--- src/sv/read_correction_confusion_counter_defines.svh ---
// Assertion macros for the read correction confusion counter.
// Included by the top level; depends on nothing else.
`ifndef READ_CORRECTION_CONFUSION_COUNTER_DEFINES_SVH
`define READ_CORRECTION_CONFUSION_COUNTER_DEFINES_SVH

// check cond in the same cycle as trig
`define RCC_ASSERT_NOW(label, clk, rst, trig, cond) \
   label: assert property (@(posedge clk) disable iff (rst) (trig) |-> (cond)) \
      else $error("rcc assertion failed");

// check cond in the cycle after trig
`define RCC_ASSERT_NEXT(label, clk, rst, trig, cond) \
   label: assert property (@(posedge clk) disable iff (rst) (trig) |=> (cond)) \
      else $error("rcc assertion failed");

`endif

--- src/sv/rcc_pkg.sv ---
// Shared types and constants of the read correction confusion counter.
// No dependencies.
package rcc_pkg;

   localparam int BASE_WIDTH          = 8;
   localparam int TOTAL_WIDTH         = 48;
   localparam int COUNT_WIDTH_DEFAULT = 48;
   localparam int TOTAL_COUNT         = 7;
   localparam int RSP_FIELD_BITS      = TOTAL_COUNT * TOTAL_WIDTH + 2;
   localparam int RSP_DATA_WIDTH      = ((RSP_FIELD_BITS + 7) / 8) * 8;
   localparam int REQ_DATA_WIDTH      = 3 * BASE_WIDTH;

   typedef enum logic [1:0] {
      CLS_TN = 2'd0,
      CLS_FP = 2'd1,
      CLS_TP = 2'd2,
      CLS_FN = 2'd3
   } class_code_type;

   typedef struct packed {
      class_code_type cls;
      logic           has_error;
      logic           has_change;
   } position_class_type;

endpackage

--- src/sv/rcc_classify.sv ---
// Case folding and confusion classification of one aligned base position.
// Depends on rcc_pkg.
module rcc_classify (
   input  logic [rcc_pkg::BASE_WIDTH-1:0] reference_base,
   input  logic [rcc_pkg::BASE_WIDTH-1:0] corrupted_base,
   input  logic [rcc_pkg::BASE_WIDTH-1:0] corrected_base,
   output rcc_pkg::position_class_type    pos_class
);

   localparam logic [rcc_pkg::BASE_WIDTH-1:0] LOWER_A    = 8'h61;
   localparam logic [rcc_pkg::BASE_WIDTH-1:0] LOWER_Z    = 8'h7a;
   localparam logic [rcc_pkg::BASE_WIDTH-1:0] CASE_SHIFT = 8'h20;

   function automatic logic [rcc_pkg::BASE_WIDTH-1:0] fold_upper(
      input logic [rcc_pkg::BASE_WIDTH-1:0] b
   );
      if (b >= LOWER_A && b <= LOWER_Z) begin
         return b - CASE_SHIFT;
      end
      return b;
   endfunction

   logic [rcc_pkg::BASE_WIDTH-1:0] ref_up;
   logic [rcc_pkg::BASE_WIDTH-1:0] bad_up;
   logic [rcc_pkg::BASE_WIDTH-1:0] fix_up;

   always_comb begin
      ref_up = fold_upper(reference_base);
      bad_up = fold_upper(corrupted_base);
      fix_up = fold_upper(corrected_base);
      pos_class.has_error  = (ref_up != bad_up);
      pos_class.has_change = (bad_up != fix_up);
      if (ref_up == bad_up) begin
         pos_class.cls = (bad_up == fix_up) ? rcc_pkg::CLS_TN : rcc_pkg::CLS_FP;
      end else begin
         pos_class.cls = (ref_up == fix_up) ? rcc_pkg::CLS_TP : rcc_pkg::CLS_FN;
      end
   end

endmodule

--- src/sv/rcc_counter.sv ---
// Saturating event counter; exposes both the held and the next count.
// Depends on nothing.
module rcc_counter #(
   parameter int COUNT_WIDTH = 48
) (
   input  logic                   clock,
   input  logic                   reset,
   input  logic                   incr,
   output logic [COUNT_WIDTH-1:0] count_ff,
   output logic [COUNT_WIDTH-1:0] count_in
);

   always_comb begin
      count_in = count_ff;
      if (incr && count_ff != {COUNT_WIDTH{1'b1}}) begin
         count_in = count_ff + COUNT_WIDTH'(1);
      end
   end

   always_ff @(posedge clock) begin
      if (reset) begin
         count_ff <= '0;
      end else begin
         count_ff <= count_in;
      end
   end

endmodule

--- src/sv/read_correction_confusion_counter.sv ---
// Read correction confusion counter: tallies TN/FP/TP/FN per base position.
// Depends on rcc_pkg, rcc_classify, rcc_counter and the defines header.
//
// Usage:
//   req_* carries one aligned position per word: tdata holds reference,
//   corrupted and corrected base (ASCII), tlast marks the last position of
//   a read. rsp_* gives one word per finished read with all running totals
//   (saturating) and the two per-read flags.
//   Throughput: one position per cycle while no read end waits for the result
//   register. A word accepted into the input register is classified there and
//   counted as it leaves; for a read end the totals and rsp_tvalid are then
//   registered in the result register. The combinational counter increment
//   between input and result register sets this rate.
//   Stall: positions without tlast keep flowing while a result waits. A
//   read end held in the input register waits until the result register
//   is taken, and req_tready drops only then.
//   Reset clears all counters, the per-read flags and both valid bits.
`include "read_correction_confusion_counter_defines.svh"
module read_correction_confusion_counter #(
   parameter int COUNT_WIDTH = rcc_pkg::COUNT_WIDTH_DEFAULT
) (
   input  logic                               clock,
   input  logic                               reset,
   input  logic                               req_tvalid,
   output logic                               req_tready,
   // [7:0] reference_base, [15:8] corrupted_base, [23:16] corrected_base
   input  logic [rcc_pkg::REQ_DATA_WIDTH-1:0] req_tdata,
   input  logic                               req_tlast,
   output logic                               rsp_tvalid,
   input  logic                               rsp_tready,
   // [47:0] read_total, [95:48] unaltered_read_total,
   // [143:96] original_error_total, [191:144] true_negative_total,
   // [239:192] false_positive_total, [287:240] true_positive_total,
   // [335:288] false_negative_total, [336] read_had_errors,
   // [337] read_was_changed, rest zero
   output logic [rcc_pkg::RSP_DATA_WIDTH-1:0] rsp_tdata
);

   localparam int TW   = rcc_pkg::TOTAL_WIDTH;
   localparam int MAXW = (COUNT_WIDTH > TW) ? COUNT_WIDTH : TW;
   localparam int PADW = rcc_pkg::RSP_DATA_WIDTH - rcc_pkg::RSP_FIELD_BITS;
   localparam int BW   = rcc_pkg::BASE_WIDTH;

   // input register
   logic                               in_valid_ff;
   logic [rcc_pkg::REQ_DATA_WIDTH-1:0] in_data_ff;
   logic                               in_last_ff;
   logic                               in_go;

   // per-read flags
   logic err_read_ff, err_read_in;
   logic chg_read_ff, chg_read_in;

   // result register
   logic                               rsp_valid_ff, rsp_valid_in;
   logic [rcc_pkg::RSP_DATA_WIDTH-1:0] rsp_data_ff;
   logic                               rsp_free;

   rcc_pkg::position_class_type pos_class;

   logic [COUNT_WIDTH-1:0] reads_ff, reads_in;
   logic [COUNT_WIDTH-1:0] unalt_ff, unalt_in;
   logic [COUNT_WIDTH-1:0] errpos_ff, errpos_in;
   logic [COUNT_WIDTH-1:0] tn_ff, tn_in;
   logic [COUNT_WIDTH-1:0] fp_ff, fp_in;
   logic [COUNT_WIDTH-1:0] tp_ff, tp_in;
   logic [COUNT_WIDTH-1:0] fn_ff, fn_in;

   function automatic logic [TW-1:0] to_total(input logic [COUNT_WIDTH-1:0] c);
      logic [MAXW-1:0] w;
      w = MAXW'(c);
      return w[TW-1:0];
   endfunction

   assign rsp_free   = !rsp_valid_ff || rsp_tready;
   // a read end needs a free result slot; other positions always advance
   assign in_go      = in_valid_ff && (!in_last_ff || rsp_free);
   assign req_tready = !in_valid_ff || in_go;

   always_ff @(posedge clock) begin
      if (reset) begin
         in_valid_ff <= 1'b0;
      end else if (req_tready) begin
         in_valid_ff <= req_tvalid;
      end
   end

   always_ff @(posedge clock) begin
      if (req_tready && req_tvalid) begin
         in_data_ff <= req_tdata;
         in_last_ff <= req_tlast;
      end
   end

   rcc_classify u_classify (
      .reference_base (in_data_ff[BW-1:0]),
      .corrupted_base (in_data_ff[2*BW-1:BW]),
      .corrected_base (in_data_ff[3*BW-1:2*BW]),
      .pos_class      (pos_class)
   );

   rcc_counter #(.COUNT_WIDTH(COUNT_WIDTH)) u_reads (
      .clock(clock), .reset(reset), .incr(in_go && in_last_ff),
      .count_ff(reads_ff), .count_in(reads_in)
   );
   rcc_counter #(.COUNT_WIDTH(COUNT_WIDTH)) u_unaltered (
      .clock(clock), .reset(reset),
      .incr(in_go && in_last_ff && err_read_in && !chg_read_in),
      .count_ff(unalt_ff), .count_in(unalt_in)
   );
   rcc_counter #(.COUNT_WIDTH(COUNT_WIDTH)) u_errpos (
      .clock(clock), .reset(reset), .incr(in_go && pos_class.has_error),
      .count_ff(errpos_ff), .count_in(errpos_in)
   );
   rcc_counter #(.COUNT_WIDTH(COUNT_WIDTH)) u_tn (
      .clock(clock), .reset(reset), .incr(in_go && pos_class.cls == rcc_pkg::CLS_TN),
      .count_ff(tn_ff), .count_in(tn_in)
   );
   rcc_counter #(.COUNT_WIDTH(COUNT_WIDTH)) u_fp (
      .clock(clock), .reset(reset), .incr(in_go && pos_class.cls == rcc_pkg::CLS_FP),
      .count_ff(fp_ff), .count_in(fp_in)
   );
   rcc_counter #(.COUNT_WIDTH(COUNT_WIDTH)) u_tp (
      .clock(clock), .reset(reset), .incr(in_go && pos_class.cls == rcc_pkg::CLS_TP),
      .count_ff(tp_ff), .count_in(tp_in)
   );
   rcc_counter #(.COUNT_WIDTH(COUNT_WIDTH)) u_fn (
      .clock(clock), .reset(reset), .incr(in_go && pos_class.cls == rcc_pkg::CLS_FN),
      .count_ff(fn_ff), .count_in(fn_in)
   );

   // flags including the current position
   assign err_read_in = err_read_ff || (in_go && pos_class.has_error);
   assign chg_read_in = chg_read_ff || (in_go && pos_class.has_change);

   always_ff @(posedge clock) begin
      if (reset) begin
         err_read_ff <= 1'b0;
         chg_read_ff <= 1'b0;
      end else if (in_go && in_last_ff) begin
         err_read_ff <= 1'b0;
         chg_read_ff <= 1'b0;
      end else begin
         err_read_ff <= err_read_in;
         chg_read_ff <= chg_read_in;
      end
   end

   always_comb begin
      rsp_valid_in = rsp_valid_ff && !rsp_tready;
      if (in_go && in_last_ff) begin
         rsp_valid_in = 1'b1;
      end
   end

   always_ff @(posedge clock) begin
      if (reset) begin
         rsp_valid_ff <= 1'b0;
      end else begin
         rsp_valid_ff <= rsp_valid_in;
      end
   end

   always_ff @(posedge clock) begin
      if (in_go && in_last_ff) begin
         rsp_data_ff <= {{PADW{1'b0}}, chg_read_in, err_read_in,
                         to_total(fn_in), to_total(tp_in), to_total(fp_in),
                         to_total(tn_in), to_total(errpos_in), to_total(unalt_in),
                         to_total(reads_in)};
      end
   end

   assign rsp_tvalid = rsp_valid_ff;
   assign rsp_tdata  = rsp_data_ff;

   `RCC_ASSERT_NOW(a_end_stalls_input, clock, reset,
      in_valid_ff && in_last_ff && rsp_valid_ff && !rsp_tready, !req_tready)
   `RCC_ASSERT_NEXT(a_end_gives_result, clock, reset,
      in_go && in_last_ff, rsp_tvalid)
   `RCC_ASSERT_NEXT(a_reads_monotonic, clock, reset,
      1'b1, reads_ff >= $past(reads_ff))
   `RCC_ASSERT_NOW(a_unaltered_bounded, clock, reset,
      1'b1, unalt_ff <= reads_ff)

endmodule

--- config.mk ---
export PLATFORM = sky130hd
export DESIGN_NAME = read_correction_confusion_counter
export DESIGN_NICKNAME = d
export VERILOG_FILES = /design/src/sv/rcc_pkg.sv /design/src/sv/rcc_classify.sv /design/src/sv/rcc_counter.sv /design/src/sv/read_correction_confusion_counter.sv
export VERILOG_INCLUDE_DIRS = /design/src /design/src/sv
export SDC_FILE = /design/constraint.sdc
export NUM_CORES = 1
export LEC_CHECK = 0
export ABC_AREA = 1
export BUFFER_PORTS_ARGS = -buffer_cell sky130_fd_sc_hd__buf_4
export CORE_ASPECT_RATIO = 1.4
export CORE_MARGIN = 5
export CORE_UTILIZATION = 45
export CTS_BUF_LIST = sky130_fd_sc_hd__clkbuf_8
export DETAILED_ROUTE_END_ITERATION = 8
export GPL_ROUTABILITY_DRIVEN = 0
export HOLD_SLACK_MARGIN = 0.03
export PLACE_DENSITY = 0.7
export SYNTH_ARGS = -nofsm -noshare
export SYNTH_HDL_FRONTEND = slang
export SYNTH_HIERARCHICAL = 1
export SYNTH_SLANG_ARGS = --single-unit
--- constraint.sdc ---
create_clock -name clock -period 7.6 [get_ports clock]
set_input_delay 0.38 -clock clock [delete_from_list [all_inputs] [get_ports clock]]
set_output_delay 0.38 -clock clock [all_outputs]
set_load 0.01 [all_outputs]
# --- After elaboration in Yosys (flattened, before gate mapping) ---
# Index checks and enable logic that the tools add are counted.
op_classes:
  n_eq_ne: 15
  reduce_logical: 34
  n_mux: 20
  addsub: 10
  n_lt_le_gt_ge: 6
ops:
  columns: ["cell", "count"]
  rows:
  - ["48-bit by 1-bit adder with 48-bit output (second input constant)", 7]
  - ["48-bit two-way mux", 7]
  - ["48-bit inequality test (second input constant)", 7]
  - ["8-bit two-way mux", 6]
  - ["8-bit == test", 3]
  - ["8-bit by 7-bit greater-or-equal comparator with 1-bit output (second input constant)", 3]
  - ["8-bit by 7-bit less-or-equal comparator with 1-bit output (second input constant)", 3]
  - ["8-bit by 6-bit subtractor with 8-bit output (second input constant)", 3]
  - ["1-bit logical AND", 22]
  - ["8-bit inequality test", 2]
  - ["1-bit two-way mux", 6]
  - ["1-bit logical NOT", 5]
  - ["1-bit logical OR", 5]
  - ["2-bit == test (second input constant)", 2]
  - ["2-bit by 1-bit == test with 1-bit output (second input constant)", 1]
  - ["2-bit logical NOT", 1]
  - ["2-bit two-way mux", 1]
  - ["2-bit OR reduction", 1]
word_totals:
  input_bits: 29
  register_bits: 703
  out_inout_bits: 346

# --- Logic depth before layout (Yosys ltp) ---
# Gate-level depths: netlist of the first run.
logic_depth:
  word_depth: 11
  depth_mapped: 25

# --- Hierarchy ---
# The synthesis of the first run kept the hierarchy.
by_module_without_submodules:
  columns: ["mod", "cells_per_inst", "area_each_um2", "instances", "seq_area_each_um2"]
  rows:
  - ["rcc_counter", 598, 3452.1, 7, 960.9]
  - ["read_correction_confusion_counter", 408, 11190.7, 1, 10980.5]
  - ["rcc_classify", 154, 710.7, 1, 0.0]

# --- Worst setup path before layout of the first run ---
# Ideal clock, no wire load.
synth_path:
  path_kind: "input to register"
  start: "input port rsp_tready"
  end: "register rsp_data_ff, in the netlist rsp_tdata[47] (data pin)"
  path_slack_ns: 1.814
  required_ns: 7.346
  path_buffers: 1
  t_arrival_ns: 5.533
  stages: 14
  cell_sequence: "inv_2 > nand2_1 > nand3_1 > inv_2 > buf_2 > inv_1 > nor2_1 > nand2_1 > nor2_1 > nand3b_1 > nor2_1 > nand2_1 > nand2_1 > nand2_1"
synth_via:
  elab_chain_len: 6
synth_rtl:
  columns: ["item", "line_no", "rtl"]
  rows:
  - ["start: declaration", "read_correction_confusion_counter.sv:30", "input logic rsp_tready,"]
  - ["1-bit logical OR", "read_correction_confusion_counter.sv:75", "assign rsp_free = !rsp_valid_ff || rsp_tready;"]
  - ["1-bit logical OR", "read_correction_confusion_counter.sv:77", "assign in_go = in_valid_ff && (!in_last_ff || rsp_free);"]
  - ["1-bit logical AND", "read_correction_confusion_counter.sv:77", null]
  - ["1-bit logical AND", "read_correction_confusion_counter.sv:103", ".clock(clock), .reset(reset), .incr(in_go && in_last_ff),"]
  - ["1-bit logical AND", "rcc_counter.sv:15", "if (incr && count_ff != {COUNT_WIDTH{1'b1}}) begin"]
  - ["48-bit two-way mux", "rcc_counter.sv:15", null]
  - ["via reads_in[47]", "read_correction_confusion_counter.sv:61", "logic [COUNT_WIDTH-1:0] reads_ff, reads_in;"]
  - ["end signal: assignment", "read_correction_confusion_counter.sv:166", "rsp_data_ff <= {{PADW{1'b0}}, chg_read_in, err_read_in,"]
  - ["end: declaration", "read_correction_confusion_counter.sv:56", "logic [rcc_pkg::RSP_DATA_WIDTH-1:0] rsp_data_ff;"]
# The timed path passes the listed nets, and every way through them passes these cells.
# A chain may end at the register's enable or synchronous reset.

==> results.yml, run 1 <==
outcome:
  outcome: "finished clean"
critical_path:
  setup.worst_path.class: "flip-flop to flip-flop"
  startpoint_type: "flip-flop"
  critical-path-slowest-cell: "nor3_2"
  worstReg2RegEnd: "u_fn/count_ff[9]"
  cp_data_required_time_ns: 8.24
  cp-end-kind: "flip-flop"
  slowest_delay_ns: 0.77
  path_cells: "nor2_1 -> nand3_1 -> nand3_2 -> nand2_1 -> inv_1 -> nand2_1 -> nand2_1 -> nor2_1 -> nand3_1 -> inv_1 -> nor3_2 -> nand2_4 -> inv_2 -> nand2_1 -> a21oi_1"
  crit_arrival_ns: 4.43
  cp_top_family: "simple AND/OR/NAND/NOR gates"
  r2r_cells: 15
  critPathBufInv: 3
  crit_path_max_fanout: 36
  cp_common_cell: "nand2_1"
  r2r_slack_ns: 3.80
  rr_startpoint: "in_data_ff[17]"
timing:
  tightest_slew_ns: 1.022
  hold_viol: 0
  relSlewSlack_pct: 31.88
  fin_crit_sh_pct: 49.97
  period_needed_ns: 3.797
  setup_viol: 0
  holdWs_ns: 0.1396
  setup_ws_ns: 3.803
  finClkSkew_ns: 0.02405
  slew_violations: 0
  fmax_mhz: 263.3
  setup_tns_ns: 0
  rsz0062_at_grt: "false"
yosys:
  ys.flop_type: "edfxtp_1"
  synth-seq-cells: 703
  ys_seq_area_share_pct: 49.10
  synth_area_leaders: "edfxtp_1, nand2_1, dfxtp_1, nor2_1, a21oi_1"
  async_flop_share_pct: 0
  synthCells: 4748
  synth_edf_count: 363
  synth.avg_cell_area_um2: 7.596
  yosysWarnings: 6
  ys_types: 34
  synth_common_cells: "nand2_1, nor2_1, edfxtp_1, dfxtp_1, inv_1"
  yosysTopAreaCellShare_pct: 30.22
  netlist_area_um2: 36070
  synth_area_leader_cell: "edfxtp_1"
  yosysMostFrequentCell: "nand2_1"
min_path:
  hold_depth: 2
  hold_end: "u_fn/count_ff[22]"
  min_from: "reset"
  hp-class: "primary input to flip-flop"
global_routing:
  grt_overflow: 0
  grt_pass1_vias: 30410
  grt_max_degree: 164
  antenna_found_initial: 1
  grt_pass1_wl_mm: 161.0
  track_usage_pct: 23.19
layout:
  drive_above_1_share_pct: 14.46
  syn_to_final_growth_pct: 16.91
  final_core_util_pct: 53.12
  fin_area_um2: 42160
  stdcell_count: 6321
  final_nets: 5209
power_and_ir_drop:
  total_power_mw: 7.539
  p_comb_share_pct: 2.8
  seqPwrFrac_pct: 53.4
  vdd_drop_max_mv: 0.1374
  internal-power_mw: 5.822
  power.density_nw_per_um2: 178.8
  power_switching_mw: 1.717
  p_leak_nw: 17.77
  swShare_pct: 22.77
  clockPowerShare_pct: 43.8
clock_network:
  cts_setup_buffers: 0
  cts_buffer_depth: 3
  tritoncts: "yes"
  cts.sinks: 703
  clkLatencyLatePin_ns: 0.73
  cts_max_level: 3
  root_buffer: "clkbuf_8"
  cts_hold_buffers: 29
  cts-buffers-inserted: 107
  postCtsResizedCells: 0
  clk_pin_slew_worst_paths_ns: 0.07
route:
  drtIter0Drc: 2446
  dr.pass1.iters: 6
  vias: 32370
  wirelength_mm: 105.1
  wl_per_cell_um: 16.62
  vias_per_cell: 5.121
  ant_nets: 0
  drcViolationCount: 0
floorplan:
  rows: 122
  start_util_pct: 45.44
  die_y_um: 345.0
  die_w_um: 249.3
  io_pins: 375
  coreArea_um2: 79380
  die_area_um2: 85990
place:
  preCtsSetupSlack_ns: 3.792
  hpwl_mm: 77.88
  place_inst: 6086
  dpl_cell_area_um2: 39590
  portBuffers: 368
job:
  maxCapViolCount: 0
## worst max path at each step
stage | end | cells past startpoint | from | slack, ns
2_1_floorplan | rsp_tdata[47] | 14 | rsp_tready | 1.81
3_3_place_gp | rsp_tdata[329] | 17 | in_data_ff[12] | 3.90
3_5_place_dp | u_fn/count_ff[13] | 17 | in_data_ff[12] | 3.79
4_1_cts | u_fn/count_ff[5] | 17 | in_data_ff[12] | 3.75
5_1_grt | u_fn/count_ff[9] | 15 | in_data_ff[17] | 3.45
6_report | u_fn/count_ff[9] | 15 | in_data_ff[17] | 3.80
## worst reg2reg max path, stage by stage, from the launching register on
cell      delay [ns]
edfxtp_1        0.45
nor2_1          0.24
nand3_1         0.13
nand3_2         0.09
nand2_1         0.10
inv_1           0.09
nand2_1         0.05
nand2_1         0.07
nor2_1          0.05
nand3_1         0.10
inv_1           0.08
nor3_2          0.77
nand2_4         0.51
inv_2           0.63
nand2_1         0.15
a21oi_1         0.18
## routing by layer
layer / global-route usage (%) / vias to the layer above / wire length (um)
met5: 0 / - / 0
met2: 40.58 / 1149 / 51080
met4: 11.73 / 0 / 5359
li1: - / 16140 / -
met3: 3.844 / 250 / 6948
met1: 27.70 / 14830 / 41660
## cells in the final DEF (no fill, tap or decap), drive strengths merged
cell type | netlist | routed
nand2 | 2050 | 2050
nor2 | 727 | 727
buf | 63 | 377
edfxtp | 363 | 363
inv | 329 | 358
dfxtp | 340 | 340
a21oi | 286 | 286
nand3 | 170 | 170
clkbuf | 35 | 121
nand3b | 105 | 105
nand4 | 95 | 95
xor2 | 73 | 73
clkinv | 1 | 43
xnor2 | 40 | 40
nor3 | 34 | 34
dlygate4sd3 | 0 | 29
nor3b | 14 | 14
ha | 10 | 10
o21ai | 10 | 10
bufinv | 0 | 8
conb | 1 | 6
diode | 0 | 3
clkinvlp | 0 | 3
o2111ai | 1 | 1
o22ai | 1 | 1
## cells by family (layout without fill, tap and decap cells)
kind of cell | after synthesis | after routing | share of synthesized area [%]
and+or+nand+nor | 3195 | 3195 | 38.28
DFF | 703 | 703 | 49.10
buffers and inverters | 428 | 939 | 5.304
AOI/OAI and AO/OA | 298 | 298 | 4.222
xor gates and xnor gates | 113 | 113 | 2.744
adders and majority gates | 10 | 10 | 0.3469
other | 1 | 9 | 0.01040
## power groups by stage
stage          combinational (mW)  sequential [mW]  clock (mW)
2_1_floorplan               0.117             4.12           0
3_3_place_gp                0.201             4.11           0
3_5_place_dp                0.203             4.11           0
4_1_cts                     0.215             4.03        3.41
5_1_grt                     0.233             4.03        3.59
6_report                    0.213             4.03        3.30
## cell type report
cell class	instances	area (um2)
antenna	3	7.507
multi-input combinational	3622	16470
timing repair buffer	406	3141
tap	1054	1319
fill	7615	37210
inverter	330	1246
sequential	703	17710
clock buffer	121	1665
clock inverter	82	608.1
## flip-flops by register name (all words and copies together), names as in the netlist
register / cells
u_fp/count_ff: 48
err_read_ff: 1
rsp_tvalid: 1
u_errpos/count_ff: 48
u_unaltered/count_ff: 48
in_last_ff: 1
u_tp/count_ff: 48
chg_read_ff: 1
rsp_tdata: 338
in_data_ff: 24
u_fn/count_ff: 48
u_reads/count_ff: 48
in_valid_ff: 1
u_tn/count_ff: 48
No activity file was read; power rests on OpenSTA's default activity.
==> run 2, diff against run 1 <==
ABC_AREA = 0   (was 1)
PLACE_DENSITY = 0.72   (was 0.7)
clock period = 3.49 ns   (was 7.6 ns; I/O delays follow)
==> results.yml, run 2 <==
timing:
  rsz0062_at_grt: "true"
  setup_viol: 25
  period_needed_ns: 3.630
  setup_tns_ns: -1.247
  relSlewSlack_pct: 19.52
  hold_viol: 0
  finClkSkew_ns: 0.03122
  fmax_mhz: 275.5
  slew_violations: 0
  fin_crit_sh_pct: 104.0
  setup_ws_ns: -0.1397
  tightest_slew_ns: 1.196
min_path:
  hp-class: "primary input to flip-flop"
clock_network:
  clkLatencyLatePin_ns: 0.74
  cts-buffers-inserted: 106
  cts.sinks: 703
  clk_pin_slew_worst_paths_ns: 0.06
  root_buffer: "clkbuf_8"
  tritoncts: "yes"
  cts_buffer_depth: 3
  cts_max_level: 3
place:
  dpl_cell_area_um2: 38770
  portBuffers: 368
  hpwl_mm: 65.10
  preCtsSetupSlack_ns: -0.1624
  place_inst: 4576
global_routing:
  grt_overflow: 0
  grt_pass1_wl_mm: 137.8
  antenna_found_initial: 4
  grt_max_degree: 148
  track_usage_pct: 21.67
  grt_pass1_vias: 25720
yosys:
  synthSimpleGateAreaFrac_pct: 25.61
  yosysTopAreaCellShare_pct: 33.03
  synth.avg_cell_area_um2: 10.42
  synth_compound_area_share_pct: 5.299
  yosysWarnings: 6
  synth_edf_count: 363
  synth_xor_area_share_pct: 5.838
  synth_area_leaders: "edfxtp_1, dfxtp_1, mux2_2, xor2_1, nor2b_1"
  synth_top_family_by_area: "simple AND/OR/NAND/NOR gates"
  ys.flop_type: "edfxtp_1"
  synth_area_leader_cell: "edfxtp_1"
  synthAdderAreaFrac_pct: 0.3791
  netlist_area_um2: 33010
  ys_types: 51
  ys_seq_area_share_pct: 53.65
  yosysMostFrequentCell: "edfxtp_1"
  synthCells: 3169
  async_flop_share_pct: 0
  synth.area.mux_share_pct: 6.687
  synth-seq-cells: 703
  synth_common_cells: "edfxtp_1, dfxtp_1, nor2_1, nand2_1"
floorplan:
  coreArea_um2: 72760
  rows: 117
  die_w_um: 238.9
  start_util_pct: 45.37
  die_area_um2: 78940
  die_y_um: 330.4
  io_pins: 375
critical_path:
  crit_path_max_fanout: 8
  cp-end-kind: "flip-flop"
  setup.worst_path.class: "flip-flop to flip-flop"
  startpoint_type: "flip-flop"
  crit_arrival_ns: 4.08
  r2r_slack_ns: -0.14
  cp_data_required_time_ns: 3.94
route:
  vias_per_cell: 5.560
  drcViolationCount: 0
  drtIter0Drc: 1693
  wl_per_cell_um: 18.86
  vias: 26830
  met3_length_mm: 5.350
  dr.pass1.iters: 6
  ant_nets: 0
  wirelength_mm: 90.98
  top_layer: "met4"
  wl_met1_mm: 35.60
  route.met2.wl_mm: 47.35
layout:
  drive_above_1_share_pct: 32.75
  final_common_cell: "buf_4"
  final_cell_mix: "buf_4, edfxtp_1, dfxtp_1, nor2_1, nand2_1"
  fin_area_um2: 42910
  stdcell_count: 4825
  syn_to_final_growth_pct: 30.01
  largest_reg_flops: 338
  final_nets: 3814
outcome:
  failed_checks: "setup timing"
  outcome: "finished, violations left"
power_and_ir_drop:
  total_power_mw: 16.65
  p_leak_nw: 17.30
  power.density_nw_per_um2: 388.1
  vdd_drop_max_mv: 0.3941
job:
  maxCapViolCount: 0
[run 2: critical path: stages (launching register included)]
cell      delay, ns
edfxtp_1       0.39
or4_4          0.56
o22ai_4        0.24
o21bai_2       0.14
xnor2_1        0.14
nand4_1        0.09
buf_6          0.16
nor2_4         0.05
nor4b_4        0.28
buf_4          0.20
nand3_2        0.08
or4_4          0.44
buf_8          0.16
nor3_4         0.21
buf_4          0.15
xor2_1         0.06
[run 2: path summary, 6_finish.rpt]
path / endpoint / startpoint / depth (start not counted)
worst min register to register: u_reads/count_ff[1] / u_reads/count_ff[1] / 2
worst min-delay path: in_data_ff[17] / req_tdata[17] / 2
worst max register to register: rsp_tdata[76] / in_data_ff[2] / 15
worst max-delay path: rsp_tdata[76] / in_data_ff[2] / 15
[run 2: routing by layer]
metal	track usage [%]	vias up
li1	-	12910
met1	25.79	12900
met2	39.20	845
met3	3.881	173
met4	7.880	0
met5	0	-
[run 2: power breakdown]
part	internal, mW	switching, mW	total [mW]
clock	3.95	3.38	7.33
combinational	0.216	0.343	0.558
sequential	8.72	0.0413	8.76
[run 2: through the flow]
stage                     utilization [%]  hold slack (ns)
after global routing                58.97           0.1570
after floorplan                         -           0.2362
after global placement              53.29           0.3547
after detailed placement            53.29           0.3553
after CTS                           57.05           0.1242
final                               58.98           0.2097
[run 2: cell type report]
cell class,instances,area (um2)
timing repair buffer,633,5041
multi-input combinational,2288,16490
inverter,43,166.4
tap,952,1191
antenna,4,10.01
clock buffer,114,1569
fill,6065,29840
sequential,703,17710
clock inverter,88,734.5
[run 2: cells by family after synthesis]
group / Yosys count
compound gates: 296
xor+xnor: 220
fa+ha+maj: 10
buf+inv: 183
flops: 703
mux: 196
other cells: 1
simple gates: 1560
[run 2: what timing repair did]
item,CTS,global route
setup endpoints to repair,119,280
cloned,0,2
buffers inserted,2,10
pin swaps,9,38
endpoints found under the hold margin,51,0
resized for setup,28,261
hold buffers,29,0
